`config.mk`:
```
export PLATFORM = sky130hd
export DESIGN_NAME = feedback_byte_cipher
export DESIGN_NICKNAME = d
export VERILOG_FILES = /design/src/rtl/core/fbc_pkg.sv /design/src/rtl/core/feedback_byte_cipher.sv /design/src/rtl/core/fbc_cfg.sv /design/src/rtl/core/fbc_core.sv
export SDC_FILE = /design/constraint.sdc
export NUM_CORES = 1
export LEC_CHECK = 0
export ABC_AREA = 1
export BUFFER_PORTS_ARGS = -buffer_cell sky130_fd_sc_hd__buf_2
export CORE_ASPECT_RATIO = 1.4
export CORE_UTILIZATION = 45
export DETAILED_ROUTE_END_ITERATION = 12
export PLACE_DENSITY_LB_ADDON = 0.08
export SKIP_CTS_REPAIR_TIMING = 1
export SLEW_MARGIN = 0
export SYNTH_ARGS = -nofsm -noshare
export SYNTH_HDL_FRONTEND = slang
export SYNTH_SLANG_ARGS = --single-unit
```
`constraint.sdc`:
```
create_clock -name aclk -period 3.7 [get_ports aclk]
set_input_delay 0 -clock aclk [delete_from_list [all_inputs] [get_ports aclk]]
set_output_delay 0 -clock aclk [all_outputs]
set_load 0.01 [all_outputs]
```
`src/rtl/core/fbc_pkg.sv`:
```
`default_nettype none

package fbc_pkg;

    localparam int unsigned IDX_W  = 3;
    localparam int unsigned DATA_W = 32;
    localparam int unsigned BYTE_W = 8;
    localparam int unsigned POS_W  = 4;
    localparam int unsigned NWORDS = 4;

    typedef logic [IDX_W-1:0] reg_idx_t;

    localparam reg_idx_t REG_DECRYPT_MODE    = 3'd0;
    localparam reg_idx_t REG_INITIAL_KEY     = 3'd1;
    localparam reg_idx_t REG_FEEDBACK_OFFSET = 3'd2;
    localparam reg_idx_t REG_KEY_WORD0       = 3'd3;
    localparam reg_idx_t REG_KEY_WORD1       = 3'd4;
    localparam reg_idx_t REG_KEY_WORD2       = 3'd5;
    localparam reg_idx_t REG_KEY_WORD3       = 3'd6;

    localparam logic              RST_DECRYPT_MODE    = 1'b0;
    localparam logic [BYTE_W-1:0] RST_INITIAL_KEY     = 8'h5E;
    localparam logic [BYTE_W-1:0] RST_FEEDBACK_OFFSET = 8'h3D;
    localparam logic [DATA_W-1:0] RST_KEY_WORD0       = 32'hF652_73D1;
    localparam logic [DATA_W-1:0] RST_KEY_WORD1       = 32'h27CB_9AD2;
    localparam logic [DATA_W-1:0] RST_KEY_WORD2       = 32'h3159_AF3E;
    localparam logic [DATA_W-1:0] RST_KEY_WORD3       = 32'hA2E7_B337;

    typedef logic [NWORDS-1:0][DATA_W-1:0] key_words_t;

    typedef struct packed {
        logic              decrypt_mode;
        logic [BYTE_W-1:0] initial_key;
        logic [BYTE_W-1:0] feedback_offset;
        key_words_t        key_word;
    } cfg_t;

    typedef struct packed {
        logic             advance;
        logic             last;
        logic             at_start;
        logic [POS_W-1:0] position;
    } status_t;

    function automatic logic [BYTE_W-1:0] table_byte(
        input key_words_t       words,
        input logic [POS_W-1:0] pos
    );
        logic [DATA_W-1:0] w;
        w = words[pos[3:2]];
        return w[pos[1:0]*BYTE_W +: BYTE_W];
    endfunction

endpackage

`default_nettype wire

```
`src/rtl/core/feedback_byte_cipher.sv`:
```
// Byte-stream cipher with ciphertext feedback, one byte per item.
// Input channel s_valid/s_ready carries s_in_byte and s_last_byte; the
// result channel m_valid/m_ready carries m_out_byte and m_out_last.
// Configuration is a write-only port: cfg_wen, cfg_index, cfg_wdata.
// Write it only while no item is in flight.
// An accepted item passes the input register, then the result register, where
// m_valid rises; a result register held by m_ready low stalls the move.
// Throughput: one item per cycle while m_ready stays high; the key and table
// position close their feedback combinationally between the input and
// result registers.
// The last byte of a buffer returns the table position to zero and the key
// to initial_key for the next byte.
// Reset (aresetn low, synchronous) empties both registers, loads the
// default key table, key and offset, and starts a fresh buffer.
// When the receiver holds m_ready low the result register holds its item,
// the input register takes one more item, and s_ready then drops.
`default_nettype none

module feedback_byte_cipher (
    input  wire logic                       aclk,
    input  wire logic                       aresetn,
    input  wire logic                       cfg_wen,
    input  wire fbc_pkg::reg_idx_t          cfg_index,
    input  wire logic [fbc_pkg::DATA_W-1:0] cfg_wdata,
    input  wire logic                       s_valid,
    output logic                            s_ready,
    input  wire logic [fbc_pkg::BYTE_W-1:0] s_in_byte,
    input  wire logic                       s_last_byte,
    output logic                            m_valid,
    input  wire logic                       m_ready,
    output logic [fbc_pkg::BYTE_W-1:0]      m_out_byte,
    output logic                            m_out_last
);

    fbc_pkg::cfg_t    cfg;
    fbc_pkg::status_t status;

    fbc_cfg u_cfg (
        .aclk      (aclk),
        .aresetn   (aresetn),
        .cfg_wen   (cfg_wen),
        .cfg_index (cfg_index),
        .cfg_wdata (cfg_wdata),
        .cfg       (cfg)
    );

    fbc_core u_core (
        .aclk        (aclk),
        .aresetn     (aresetn),
        .cfg         (cfg),
        .s_valid     (s_valid),
        .s_ready     (s_ready),
        .s_in_byte   (s_in_byte),
        .s_last_byte (s_last_byte),
        .m_valid     (m_valid),
        .m_ready     (m_ready),
        .m_out_byte  (m_out_byte),
        .m_out_last  (m_out_last),
        .status      (status)
    );

`ifndef ASSERT_OFF
    a_start_pos_zero: assert property (@(posedge aclk) disable iff (!aresetn)
        status.at_start |-> status.position == '0)
        else $error("fresh buffer with nonzero table position");

    a_ready_when_empty: assert property (@(posedge aclk) disable iff (!aresetn)
        !m_valid |-> s_ready)
        else $error("input stalled while result register is empty");

    a_pos_advance: assert property (@(posedge aclk) disable iff (!aresetn)
        status.advance && !status.last |=>
            status.position == $past(status.position) + 4'd1 && !status.at_start)
        else $error("table position did not advance");

    a_last_restart: assert property (@(posedge aclk) disable iff (!aresetn)
        status.advance && status.last |=> status.at_start)
        else $error("buffer did not restart after last item");
`endif

endmodule

`default_nettype wire

```
`src/rtl/core/fbc_cfg.sv`:
```
`default_nettype none

module fbc_cfg (
    input  wire logic                      aclk,
    input  wire logic                      aresetn,
    input  wire logic                      cfg_wen,
    input  wire fbc_pkg::reg_idx_t         cfg_index,
    input  wire logic [fbc_pkg::DATA_W-1:0] cfg_wdata,
    output fbc_pkg::cfg_t                  cfg
);

    fbc_pkg::cfg_t cfg_reg;
    fbc_pkg::cfg_t cfg_next;

    always_comb begin
        cfg_next = cfg_reg;
        if (cfg_wen) begin
            case (cfg_index)
                fbc_pkg::REG_DECRYPT_MODE:    cfg_next.decrypt_mode = cfg_wdata[0];
                fbc_pkg::REG_INITIAL_KEY:     cfg_next.initial_key = cfg_wdata[7:0];
                fbc_pkg::REG_FEEDBACK_OFFSET: cfg_next.feedback_offset = cfg_wdata[7:0];
                fbc_pkg::REG_KEY_WORD0:       cfg_next.key_word[0] = cfg_wdata;
                fbc_pkg::REG_KEY_WORD1:       cfg_next.key_word[1] = cfg_wdata;
                fbc_pkg::REG_KEY_WORD2:       cfg_next.key_word[2] = cfg_wdata;
                fbc_pkg::REG_KEY_WORD3:       cfg_next.key_word[3] = cfg_wdata;
                default: begin
                end
            endcase
        end
    end

    always_ff @(posedge aclk) begin
        if (!aresetn) begin
            cfg_reg.decrypt_mode    <= fbc_pkg::RST_DECRYPT_MODE;
            cfg_reg.initial_key     <= fbc_pkg::RST_INITIAL_KEY;
            cfg_reg.feedback_offset <= fbc_pkg::RST_FEEDBACK_OFFSET;
            cfg_reg.key_word[0]     <= fbc_pkg::RST_KEY_WORD0;
            cfg_reg.key_word[1]     <= fbc_pkg::RST_KEY_WORD1;
            cfg_reg.key_word[2]     <= fbc_pkg::RST_KEY_WORD2;
            cfg_reg.key_word[3]     <= fbc_pkg::RST_KEY_WORD3;
        end else begin
            cfg_reg <= cfg_next;
        end
    end

    assign cfg = cfg_reg;

endmodule

`default_nettype wire

```
`src/rtl/core/fbc_core.sv`:
```
`default_nettype none

module fbc_core (
    input  wire logic                       aclk,
    input  wire logic                       aresetn,
    input  wire fbc_pkg::cfg_t              cfg,
    input  wire logic                       s_valid,
    output logic                            s_ready,
    input  wire logic [fbc_pkg::BYTE_W-1:0] s_in_byte,
    input  wire logic                       s_last_byte,
    output logic                            m_valid,
    input  wire logic                       m_ready,
    output logic [fbc_pkg::BYTE_W-1:0]      m_out_byte,
    output logic                            m_out_last,
    output fbc_pkg::status_t                status
);

    logic                        in_valid_reg, in_valid_next;
    logic [fbc_pkg::BYTE_W-1:0]  in_byte_reg;
    logic                        in_last_reg;
    logic                        out_valid_reg, out_valid_next;
    logic [fbc_pkg::BYTE_W-1:0]  out_byte_reg;
    logic                        out_last_reg;

    logic                        at_start_reg, at_start_next;
    logic [fbc_pkg::POS_W-1:0]   position_reg, position_next;
    logic [fbc_pkg::BYTE_W-1:0]  feedback_key_reg, feedback_key_next;

    logic                        in_take;
    logic                        advance;
    logic [fbc_pkg::BYTE_W-1:0]  key;
    logic [fbc_pkg::BYTE_W-1:0]  pad;
    logic [fbc_pkg::BYTE_W-1:0]  enc_byte;
    logic [fbc_pkg::BYTE_W-1:0]  dec_byte;
    logic [fbc_pkg::BYTE_W-1:0]  result;
    logic [fbc_pkg::BYTE_W-1:0]  cipher;

    assign advance = in_valid_reg && (!out_valid_reg || m_ready);
    assign s_ready = !in_valid_reg || advance;
    assign in_take = s_valid && s_ready;

    assign in_valid_next  = in_take || (in_valid_reg && !advance);
    assign out_valid_next = advance || (out_valid_reg && !m_ready);

    always_comb begin
        key      = at_start_reg ? cfg.initial_key : feedback_key_reg;
        pad      = fbc_pkg::table_byte(cfg.key_word, position_reg);
        enc_byte = (in_byte_reg + key) ^ pad;
        dec_byte = (in_byte_reg ^ pad) - key;
        result   = cfg.decrypt_mode ? dec_byte : enc_byte;
        cipher   = cfg.decrypt_mode ? in_byte_reg : enc_byte;

        at_start_next     = at_start_reg;
        position_next     = position_reg;
        feedback_key_next = feedback_key_reg;
        if (advance) begin
            if (in_last_reg) begin
                at_start_next     = 1'b1;
                position_next     = '0;
                feedback_key_next = cfg.initial_key;
            end else begin
                at_start_next     = 1'b0;
                position_next     = position_reg + 1'b1;
                feedback_key_next = cipher + cfg.feedback_offset;
            end
        end
    end

    always_ff @(posedge aclk) begin
        if (!aresetn) begin
            in_valid_reg  <= 1'b0;
            out_valid_reg <= 1'b0;
            at_start_reg  <= 1'b1;
            position_reg  <= '0;
        end else begin
            in_valid_reg  <= in_valid_next;
            out_valid_reg <= out_valid_next;
            at_start_reg  <= at_start_next;
            position_reg  <= position_next;
        end
    end

    always_ff @(posedge aclk) begin
        feedback_key_reg <= feedback_key_next;
        if (in_take) begin
            in_byte_reg <= s_in_byte;
            in_last_reg <= s_last_byte;
        end
        if (advance) begin
            out_byte_reg <= result;
            out_last_reg <= in_last_reg;
        end
    end

    assign m_valid    = out_valid_reg;
    assign m_out_byte = out_byte_reg;
    assign m_out_last = out_last_reg;

    assign status.advance  = advance;
    assign status.last     = in_last_reg;
    assign status.at_start = at_start_reg;
    assign status.position = position_reg;

endmodule

`default_nettype wire
```
== Word level (Yosys, flattened, before mapping) ==
Cells that the tools add are included.
Cells by class
  magnitude comparators: 1
  reduce and logical (&&, ||, !) cells: 20
  equality and inequality tests: 6
  shift operators: 1
  muxes and demuxes: 8
  $add $sub $neg: 4
  bitwise operators: 2
Operators with widths (count)
  32-bit binary-select mux with 2-bit select: 1
  32-bit 2-to-1 mux: 1
  8-bit 2-to-1 mux: 4
  32-bit by 6-bit indexed part select with 8-bit output: 1
  8-bit adder: 2
  8-bit bitwise XOR: 2
  2-bit AND reduction: 7
  3-bit == test (second input constant): 3
  8-bit subtractor: 1
  3-bit by 2-bit == test with 1-bit output (second input constant): 2
  4-bit by 1-bit adder with 4-bit output (second input constant): 1
  1-bit logical AND: 4
  1-bit zero test: 4
  1-bit logical OR: 4
  4-bit 2-to-1 mux: 1
  3-bit by 1-bit == test with 1-bit output (second input constant): 1
  3-bit zero test: 1
  2-bit by 3-bit < comparator with 1-bit output (second input constant): 1
  1-bit 2-to-1 mux: 1
Storage, ports and cells
  register bits after elaboration: 178
  input port bits: 49
  word-level logic and storage cells: 58
  output and inout bits: 11

== Longest topological paths before layout ==
Gate-level depths: netlist of run 1.
  word-level depth: 7
  depth in mapped cells: 25
  gate-level depth less buffers: 25

== Cells and area by module ==
From an unflattened synthesis of run 1, not the netlist that was laid out.
Unflattened totals
  cells, all modules: 1308
  area total of the unflattened synthesis: 9098.7 µm²
By module, submodules not included
  fbc_cfg: area an instance 5376.4 µm², sequential area each 2902.8 µm², instances 1, cells each 739
  fbc_core: area an instance 3722.3 µm², sequential area each 920.9 µm², instances 1, cells each 569

== Worst setup path after synthesis of run 1 ==
OpenSTA, ideal clock, no wires.
  path type: register to register
  start: register u_core.at_start_reg
  end: register u_core.feedback_key_reg[7] in the netlist's numbering, data pin
  setup slack: 463 ps
  arrival: 2983 ps
  data required time: 3446 ps
  stages on the path, launching flop included: 23
  cells stage by stage: dfxtp_1 -> clkbuf_1 -> nand2_1 -> o21ai_0 -> inv_1 -> ha_1 -> or2_2 -> nand2_1 -> nor2_1 -> nor2_1 -> xnor2_1 -> nand3b_1 -> nand3_1 -> nand2_1 -> ha_1 -> nand2_1 -> o21a_1 -> nand3b_1 -> nand2_1 -> inv_1 -> nand3_1 -> nand3_1 -> nand2_1
On the way
  word-level cells in the longest chain between the ends: 6
Ends and longest elaborated chain
  start, declared: RTL line fbc_core.sv:25  | logic at_start_reg, at_start_next;
  start signal, assigned: RTL line fbc_core.sv:78  | at_start_reg <= at_start_next;
  8-bit 2-to-1 mux: RTL line fbc_core.sv:46  | key = at_start_reg ? cfg.initial_key : feedback_key_reg;
  8-bit adder: RTL line fbc_core.sv:48  | enc_byte = (in_byte_reg + key) ^ pad;
  8-bit bitwise XOR: RTL line fbc_core.sv:48
  8-bit 2-to-1 mux: RTL line fbc_core.sv:51  | cipher = cfg.decrypt_mode ? in_byte_reg : enc_byte;
  8-bit adder: RTL line fbc_core.sv:64  | feedback_key_next = cipher + cfg.feedback_offset;
  8-bit 2-to-1 mux: RTL line fbc_core.sv:57  | if (in_last_reg) begin
  end signal, assigned: RTL line fbc_core.sv:84  | feedback_key_reg <= feedback_key_next;
  end, declared: RTL line fbc_core.sv:27  | logic [fbc_pkg::BYTE_W-1:0] feedback_key_reg, feedback_key_next;
No other way between the ends.
A chain may end at the register's enable or synchronous reset.

== Worst setup path in the final report of run 1 ==
Ends and elaborated chain as after synthesis.

==> results of run 1 <==
-- cell families (layout without fill, tap and decap cells) --
group,Yosys count,in the layout
fa+ha+maj,26,26
xor+xnor,17,17
compound gates,226,226
simple gates,611,611
flops,178,178
buf+inv,146,245
-- placed cells by master (no fill, tap or decap), drive strengths merged --
cell type | synthesis | final
clkbuf | 45 | 21
edfxtp | 26 | 26
nor2 | 200 | 200
o221ai | 3 | 3
nand4 | 2 | 2
or2 | 4 | 4
bufinv | 0 | 2
o21ai | 143 | 143
a211oi | 1 | 1
nor3 | 3 | 3
a21oi | 36 | 36
o21bai | 1 | 1
ha | 23 | 23
clkinvlp | 0 | 3
nand3 | 104 | 104
xnor2 | 4 | 4
clkinv | 4 | 5
nand3b | 3 | 3
o211ai | 23 | 23
nor4 | 2 | 2
fa | 3 | 3
inv | 76 | 80
nand2 | 290 | 290
a31oi | 2 | 2
and2 | 3 | 3
dfxtp | 152 | 152
o22ai | 14 | 14
xor2 | 13 | 13
buf | 21 | 85
a21o | 1 | 1
o21a | 2 | 2
dlygate4sd3 | 0 | 49
-- report_power, final --
group / internal, mW / leakage [nW] / switching (mW)
logic: 0.315 / 2.95 / 0.481
clock network: 1.06 / 0.282 / 0.792
registers: 2.06 / 1.49 / 0.0434
-- critical path, stage by stage (launching register included) --
cell     delay (ps)
dfxtp_2         360
inv_1            80
or2_2           290
o21ai_2         100
inv_2            70
fa_1            440
a31oi_1         200
xor2_1          190
or2_1           150
nand2_1          50
o21ai_1          80
inv_1            60
ha_1            330
a21oi_1         140
o21a_1          140
nand2_1          60
nand2_1          50
nand2_1          80
inv_1            70
nand3_1          70
nand3_1         100
nand2_1          60
-- cell type report --
| class | count | area (µm²) | share of cell area (%) |
|---|---|---|---|
| clock inverters | 10 | 124 | 1.20 |
| clock buffers | 21 | 472 | 4.57 |
| multi-input cells | 880 | 4280 | 41.5 |
| repair buffers | 134 | 1000 | 9.69 |
| inverters | 80 | 305 | 2.96 |
| well taps | 244 | 305 | 2.96 |
| flip-flops and latches | 178 | 3830 | 37.1 |
-- per-layer routing --
| layer | track usage, % | up-vias |
|---|---|---|
| met3 | 3.25 | 38 |
| met2 | 46.1 | 171 |
| li1 | - | 4114 |
| met4 | 10.7 | 0 |
| met1 | 30.9 | 3821 |
| met5 | 0 | - |
-- worst paths after layout --
kind	slack, ps	startpoint	end	depth (start not counted)
worst max-delay path	300	u_core.at_start_reg	u_core.feedback_key_reg[7]	21
worst min-delay path	-20	cfg_wen	u_cfg.cfg[144]	5
worst max register to register	300	u_core.at_start_reg	u_core.feedback_key_reg[7]	21
worst min register to register	460	u_cfg.cfg[86]	u_cfg.cfg[86]	2
-- stage by stage --
stage	instances	setup slack, ps	hold slack [ps]
5_1_grt	1547	-7.89	13.2
4_1_cts	1498	164	-275
3_3_place_gp	1467	230	177
6_report	1547	296	-20.8
3_5_place_dp	1467	190	178
2_1_floorplan	1204	463	98.9
==> results by group, run 1 <==
Cells and area
  – Share of cells above drive strength 1: 10.7%
  – Final core utilization: 55.0%
  – Nets@finish: 1,366
  – Design area: 10,300 µm²
  – Layout filler cell count: 1,862
  – Area Growth Syn to Fin: 18.4%
  – Max reg flops: 145
  – Diode count: 0

Placement
  – GP Congestion: 0.872
  – IO Port Bufs: 59
  – Dpl hpwl: 16,300 µm
  – DP Area: 9190 µm²

STA
  – Slew headroom: 34.2%
  – Setup_tns: 0 ps
  – Period Utilization, post-route: 92.0%
  – Slew Viols, Final: 0
  – Clk_skew: 8.30 ps
  – F_max: 294 MHz
  – Fin. Hold Viols: 1
  – Hold slack: -20.8 ps
  – Min Tclk post-route: 3400 ps
  – Finish-stage setup viols: 0
  – Worst-margin pin slew: 986 ps

GRT
  – Number of global-route vias before repair: 7,569
  – Global-route wire length before repair: 40,000 µm
  – Total Routing Usage GR: 25.8%
  – Largest net degree at the start of global routing: 66
  – Antenna violations before repair: 0
  – GRT Residual Overflow: 0

Yosys
  – Top-count cell post-synth: nand2_1
  – #FFs+latches synth: 178
  – Synth Area in XOR/XNOR: 1.80%
  – Top cells by area, synth: dfxtp_1, nand2_1, edfxtp_1, nor2_1, o21ai_0
  – Synth Area in Compound Gates: 14.3%
  – Largest family of logic cells by synthesized area: simple AND/OR/NAND/NOR gates
  – Main synth FF type: dfxtp_1
  – Most frequent cells after synthesis: nand2_1, nor2_1, dfxtp_1, o21ai_0, nand3_1
  – Async SR Flop Fraction: 0%
  – Yosys warning count: 0
  – Synth unique cells: 43
  – Post-synth EDFFs: 26
  – Register area share after synthesis: 43.9%
  – Largest area contributor in the netlist: dfxtp_1
  – Synthesized Nets: 1,279
  – Top-area cell type share of the netlist area: 34.9%
  – Synth Instances: 1,204
  – Mapped cell area: 8710 µm²
  – Mux cell area share after synthesis: 0%
  – Synth Area in Adders: 3.99%
  – Mean post-synth cell area: 7.23 µm²
  – Simple-Gate Fraction of Synth Area: 28.5%

Power
  – Leakage: 4.72 nW
  – PwrDens: 461 nW/µm²
  – Peak VDD IR: 0.301 mV
  – Total power: 4.75 mW

Die
  – Die Wd: 120 µm
  – Starting density of the core: 46.5%
  – I/O pin count: 60
  – Die Ht: 167 µm
  – Core area: 18,800 µm²
  – Row cnt: 59
  – Die area: 19,900 µm²

CTS
  – Clk pin slew, worst setup/hold paths: 70 ps
  – Root buffer cell: clkbuf_16
  – CTS HTree Levels: 4
  – CTS Buffer Depth: 2
  – Sink Count: 178
  – CTS buffer count: 17
  – Clock latency on the worst-skew pair: 430 ps
  – CTS tree: done

Run status
  – Status: finished with violations
  – Failing checks: negative hold slack

Worst setup path
  – Worst Path Required: 3890 ps
  – Startpoint Class: flip-flop
  – Crit Path Max Fanout: 5
  – Critical Path AT: 3600 ps
  – CP endpoint kind: flip-flop
  – Setup CP Type: reg -> reg

Detailed routing
  – Pre-antenna DRT Iters: 5
  – Routed Antenna Nets: 0
  – Wire per inst: 16.3 µm
  – Vias/cell: 5.26
  – DRT Wirelength: 25,200 µm
  – Met2 WL: 12,900 µm
  – Met1 Wirelength: 10,800 µm
  – DRC Markers: 0
  – Top Layer Used: met4
  – DR vias: 8,144
  – Detailed Route Iter0 Violations: 486
  – Metal3 WL: 801 µm

Flow run
  – Max Cap Violations: 0

Hold path
  – Hold crit path type: in -> reg
No activity file was read; power rests on OpenSTA's default activity.
==> run 2, diff against run 1 <==
--- a/config.mk
+++ b/config.mk
@@ -6,13 +6,14 @@
 export NUM_CORES = 1
 export LEC_CHECK = 0
 export ABC_AREA = 1
-export BUFFER_PORTS_ARGS = -buffer_cell sky130_fd_sc_hd__buf_2
+export BUFFER_PORTS_ARGS = -buffer_cell sky130_fd_sc_hd__clkbuf_2
 export CORE_ASPECT_RATIO = 1.4
 export CORE_UTILIZATION = 45
 export DETAILED_ROUTE_END_ITERATION = 12
-export PLACE_DENSITY_LB_ADDON = 0.08
+export PLACE_DENSITY = 0.7
 export SKIP_CTS_REPAIR_TIMING = 1
 export SLEW_MARGIN = 0
 export SYNTH_ARGS = -nofsm -noshare
 export SYNTH_HDL_FRONTEND = slang
+export SYNTH_HIERARCHICAL = 1
 export SYNTH_SLANG_ARGS = --single-unit
==> results by group, run 2 <==
Power
  – Peak VDD IR: 0.375 mV
  – Sequential power share: 44.7%
  – Sw Ratio: 29.0%
  – Clock Power Share: 37.4%
  – Logic gate share of total power: 17.9%
  – Switching pwr: 1.37 mW
  – Leakage: 4.95 nW
  – Total power: 4.71 mW
  – PwrDens: 447 nW/µm²
  – Internal: 3.34 mW

Placement
  – IO Port Bufs: 59
  – Dpl hpwl: 17,300 µm
  – DP Cell Count: 1,572
  – Setup WS pre-CTS: 139 ps
  – GP Congestion: 0.878

GRT
  – GR Util met3: 4.59%
  – GRT busiest layer: met2
  – Total Routing Usage GR: 26.3%
  – Global-route wire length before repair: 41,800 µm
  – Number of global-route vias before repair: 8,055
  – Met1 usage: 30.8%
  – Antenna violations before repair: 0
  – M2 GR Usage: 45.3%
  – GRT Residual Overflow: 0
  – Largest net degree at the start of global routing: 80

STA
  – Period Utilization, post-route: 93.1%
  – Fin. Hold Viols: 0
  – Min Tclk post-route: 3450 ps
  – Setup_tns: 0 ps
  – Worst-margin pin slew: 970 ps
  – Hold slack: 42.0 ps
  – Setup ws final: 254 ps
  – Slew Viols, Final: 0
  – F_max: 290 MHz
  – Clk_skew: 8.92 ps
  – Finish-stage setup viols: 0
  – Unrepaired setup endpoints after global routing: false
  – Slew headroom: 34.6%

Cells and area
  – Finished Layout Cells: 1,648
  – Max reg flops: 145
  – Area Growth Syn to Fin: 16.2%
  – Layout filler cell count: 2,041
  – Commonest non-fill, non-tap cell in the layout: nand2_1
  – Nets@finish: 1,459
  – Multi-input gate area: 4550 µm²
  – Share of cells above drive strength 1: 10.3%
  – Sequential Area: 3830 µm²
  – Diode count: 0
  – Most frequent cells in the layout: nand2_1, nor2_1, nand3_1

Die
  – Die area: 20,700 µm²
  – Core area: 19,800 µm²
  – Row cnt: 61
  – Die Wd: 122 µm
  – Die Ht: 170 µm
  – I/O pin count: 60
  – Starting density of the core: 45.7%

Flow run
  – Max Cap Violations: 0

Hold path
  – Hold crit path type: in -> reg

CTS
  – Clock latency on the worst-skew pair: 440 ps
  – CTS HTree Levels: 4
  – Sink Count: 178
  – CTS tree: done
  – Root buffer cell: clkbuf_16
  – Clk pin slew, worst setup/hold paths: 60 ps
  – CTS Buffer Depth: 2
  – CTS buffer count: 17

Detailed routing
  – Routed Antenna Nets: 0
  – DRC Markers: 0
  – Pre-antenna DRT Iters: 5
  – Vias/cell: 5.36
  – DR vias: 8,835
  – DRT Wirelength: 26,800 µm
  – Detailed Route Iter0 Violations: 745
  – Wire per inst: 16.3 µm

Yosys
  – Mapped cell area: 9080 µm²
  – Synth Instances: 1,305
  – Yosys warning count: 6
  – Mean post-synth cell area: 6.95 µm²
  – Synthesized Nets: 1,380

Worst setup path
  – Worst Path Required: 3870 ps
  – Crit Path Max Fanout: 15
  – Kind of cell adding the most delay to the critical path: compound AO/OA/AOI/OAI gates
  – Critical Path AT: 3610 ps
  – Startpoint Class: flip-flop
  – CP max stage delay: 590 ps
  – Cell mode on critical path: nand2_1
  – Crit-path slowest cell: dfxtp_1
  – CP Cell Sequence: inv_2 > buf_4 > nor2_1 > o21ai_1 > o211ai_1 > nand3_1 > nand2_2 > a21oi_1 > o21ai_1 > nand2_1 > ha_1 > a21oi_1 > nand2_1 > nand2_1 > nand2_1 > a21oi_1 > xor2_1 > o21ai_0
  – Setup CP Type: reg -> reg
  – CP endpoint kind: flip-flop
  – CP bufs+invs: 2

Run status
  – Status: finished, final reports clean
## run 2: cell type report
type                            count  share of cell area (%)
Multi-Input combinational cell    969                    43.2
Sequential cell                   178                    36.3
Timing Repair Buffer              131                    9.06
Clock buffer                       21                    4.37
Inverter                           87                    3.15
Tap cell                          252                    2.99
Clock inverter                     10                   0.949
## run 2: through the flow
stage,cell area [µm²],util (%)
finish,10500,53.1
global placement,9510,47.9
global route,10500,53.1
CTS,10100,50.8
detailed placement,9510,47.9
floorplan,9080,-
## run 2: path summary, 6_finish.rpt
kind	startpoint	to	slack, ps	cells after the start
worst max-delay path	u_core/position_reg[3]	u_core/feedback_key_reg[5]	250	18
worst min-delay path	cfg_index[2]	u_cfg/cfg[144]	40	4
worst max register to register	u_core/position_reg[3]	u_core/feedback_key_reg[5]	250	18
worst min register to register	u_cfg/cfg[86]	u_cfg/cfg[86]	450	2
## run 2: metal layers
layer / vias to the layer above / part of all wire (%)
li1: 4374 / -
met3: 67 / 4.8
met2: 273 / 51
met4: 0 / 3.7
met5: - / 0
met1: 4121 / 41
## run 2: power by group through the flow
stage | clock, mW | combinational (mW) | sequential [mW]
after CTS | 1.78 | 0.789 | 2.11
after detailed placement | 0 | 0.787 | 2.15
after floorplan | 0 | 0.554 | 2.14
final | 1.76 | 0.844 | 2.11
after global routing | 1.86 | 0.940 | 2.12
after global placement | 0 | 0.769 | 2.15
## run 2: tightest hold or removal path, stage by stage
cell	delay (ps)
clkbuf_2	110
nor2_2	120
a21oi_1	150
nor2_1	50
==> run 3, diff against run 2 <==
--- a/config.mk
+++ b/config.mk
@@ -10,7 +10,9 @@
 export CORE_ASPECT_RATIO = 1.4
 export CORE_UTILIZATION = 45
 export DETAILED_ROUTE_END_ITERATION = 12
+export HOLD_SLACK_MARGIN = 0.12
 export PLACE_DENSITY = 0.7
+export SETUP_SLACK_MARGIN = 0.2
 export SKIP_CTS_REPAIR_TIMING = 1
 export SLEW_MARGIN = 0
 export SYNTH_ARGS = -nofsm -noshare
==> constraint.sdc (replaced) <==
create_clock -name aclk -period 3.7 [get_ports aclk]
set_input_delay 1.11 -clock aclk [delete_from_list [all_inputs] [get_ports aclk]]
set_output_delay 1.11 -clock aclk [all_outputs]
set_load 0.01 [all_outputs]
==> results by group, run 3 (synthesis results as in run 2) <==
Run status
  – Status: finished, final reports clean

Power
  – Total power: 4.72 mW
  – Peak VDD IR: 0.333 mV
  – Switching pwr: 1.40 mW
  – Sequential power share: 44.7%
  – Clock Power Share: 37.5%
  – Internal: 3.32 mW
  – PwrDens: 460 nW/µm²
  – Logic gate share of total power: 17.8%
  – Leakage: 4.80 nW
  – Sw Ratio: 29.6%

STA
  – F_max: 303 MHz
  – Finish-stage setup viols: 0
  – Fin. Hold Viols: 0
  – Worst-margin pin slew: 1140 ps
  – Clk_skew: 14.5 ps
  – Period Utilization, post-route: 89.3%
  – Setup ws final: 398 ps
  – Unrepaired setup endpoints after global routing: true
  – Slew Viols, Final: 0
  – Slew headroom: 23.4%
  – Min Tclk post-route: 3300 ps
  – Setup_tns: 0 ps

Die
  – Die Ht: 170 µm
  – Core area: 19,800 µm²
  – Row cnt: 61
  – Die Wd: 122 µm
  – Die area: 20,700 µm²
  – Starting density of the core: 45.7%
  – I/O pin count: 60

Hold path
  – Worst hold path depth: 2
  – Hold crit path type: reg -> reg

Detailed routing
  – DRC Markers: 0
  – DRT Wirelength: 26,700 µm
  – DR vias: 8,706
  – Wire per inst: 16.6 µm
  – Routed Antenna Nets: 0
  – Pre-antenna DRT Iters: 10
  – Detailed Route Iter0 Violations: 818
  – Vias/cell: 5.41

CTS
  – CTS tree: done
  – CTS buffer count: 17
  – Root buffer cell: clkbuf_16
  – Clock latency on the worst-skew pair: 440 ps
  – CTS Buffer Depth: 2
  – Clk pin slew, worst setup/hold paths: 70 ps
  – Sink Count: 178
  – CTS HTree Levels: 4

Placement
  – DP Area: 9550 µm²
  – IO Port Bufs: 59
  – GP Congestion: 0.887
  – Dpl hpwl: 17,300 µm
  – Setup WS pre-CTS: 98.9 ps

Cells and area
  – Commonest non-fill, non-tap cell in the layout: nand2_1
  – Area Growth Syn to Fin: 13.0%
  – Share of cells above drive strength 1: 12.2%
  – Max reg flops: 145
  – Design area: 10,300 µm²
  – Most frequent cells in the layout: nand2_1, nor2_1, nand3_1
  – Nets@finish: 1,418

Worst setup path
  – Crit Path Max Fanout: 4
  – Startpoint Class: flip-flop
  – Setup CP Type: reg -> reg
  – Cells on worst reg2reg path: 25
  – Worst Path Required: 3890 ps
  – CP endpoint kind: flip-flop
  – Critical Path AT: 3490 ps

Flow run
  – Max Cap Violations: 0

GRT
  – Antenna violations before repair: 1
  – Largest net degree at the start of global routing: 147
  – GRT Residual Overflow: 0
  – Number of global-route vias before repair: 8,133
  – Total Routing Usage GR: 26.4%
  – Global-route wire length before repair: 41,800 µm
==> run 3: final timing paths <==
| check | from | endpoint | slack (ps) |
|---|---|---|---|
| min | u_cfg/cfg[74] | u_cfg/cfg[74] | 450 |
| min reg2reg | u_cfg/cfg[74] | u_cfg/cfg[74] | 450 |
| max reg2reg | u_core/at_start_reg | u_core/feedback_key_reg[7] | 400 |
| max | u_core/at_start_reg | u_core/feedback_key_reg[7] | 400 |
==> run 3: stage by stage <==
step                instances  util (%)  hold WS (ps)
CTS                      1607      51.0           455
detailed placement       1575      48.1           437
floorplan                1305         -           421
global route             1609      51.7           478
global placement         1575      48.1           433
finish                   1609      51.7           453
==> run 3: power by group through the flow <==
stage	logic [mW]	clock network, mW	registers, mW
2_1_floorplan	0.554	0	2.14
3_3_place_gp	0.770	0	2.15
3_5_place_dp	0.786	0	2.15
4_1_cts	0.793	1.79	2.11
5_1_grt	0.944	1.85	2.12
6_report	0.840	1.77	2.11
==> run 3: final cells by class <==
class	count	area, µm²
Inverter	87	334
Sequential cell	178	3830
Multi-Input combinational cell	969	4650
Antenna cell	1	2.50
Fill cell	2023	9590
Clock inverter	10	86.3
Timing Repair Buffer	90	552
Tap cell	252	315
Clock buffer	22	485
==> run 3: layer usage <==
| layer | vias up | wire, µm | track usage [%] |
|---|---|---|---|
| met2 | 319 | 13300 | 46.7 |
| met3 | 86 | 1690 | 4.09 |
| met5 | - | 0 | 0 |
| met1 | 3990 | 10300 | 29.5 |
| met4 | 0 | 1380 | 15.4 |
| li1 | 4311 | - | - |
==> run 3: critical path, cell delays in order (launching register included) <==
cell      delay, ps
dfxtp_4         370
inv_2            50
or2_4           230
o21ai_4          80
inv_2            60
fa_2            350
nand3_1         100
nand2_1         100
nand2_1          70
nand2_1          70
a21oi_2         150
nand2_1         100
nand2_1         100
nand3_1          70
nand3_1          90
nand2_1          90
ha_4            300
nand2_1          60
inv_1            60
nand4_1         120
nand3b_1        110
nand2_1          70
inv_1            50
nand3_1          70
nand3_1          80
nand2_1          60
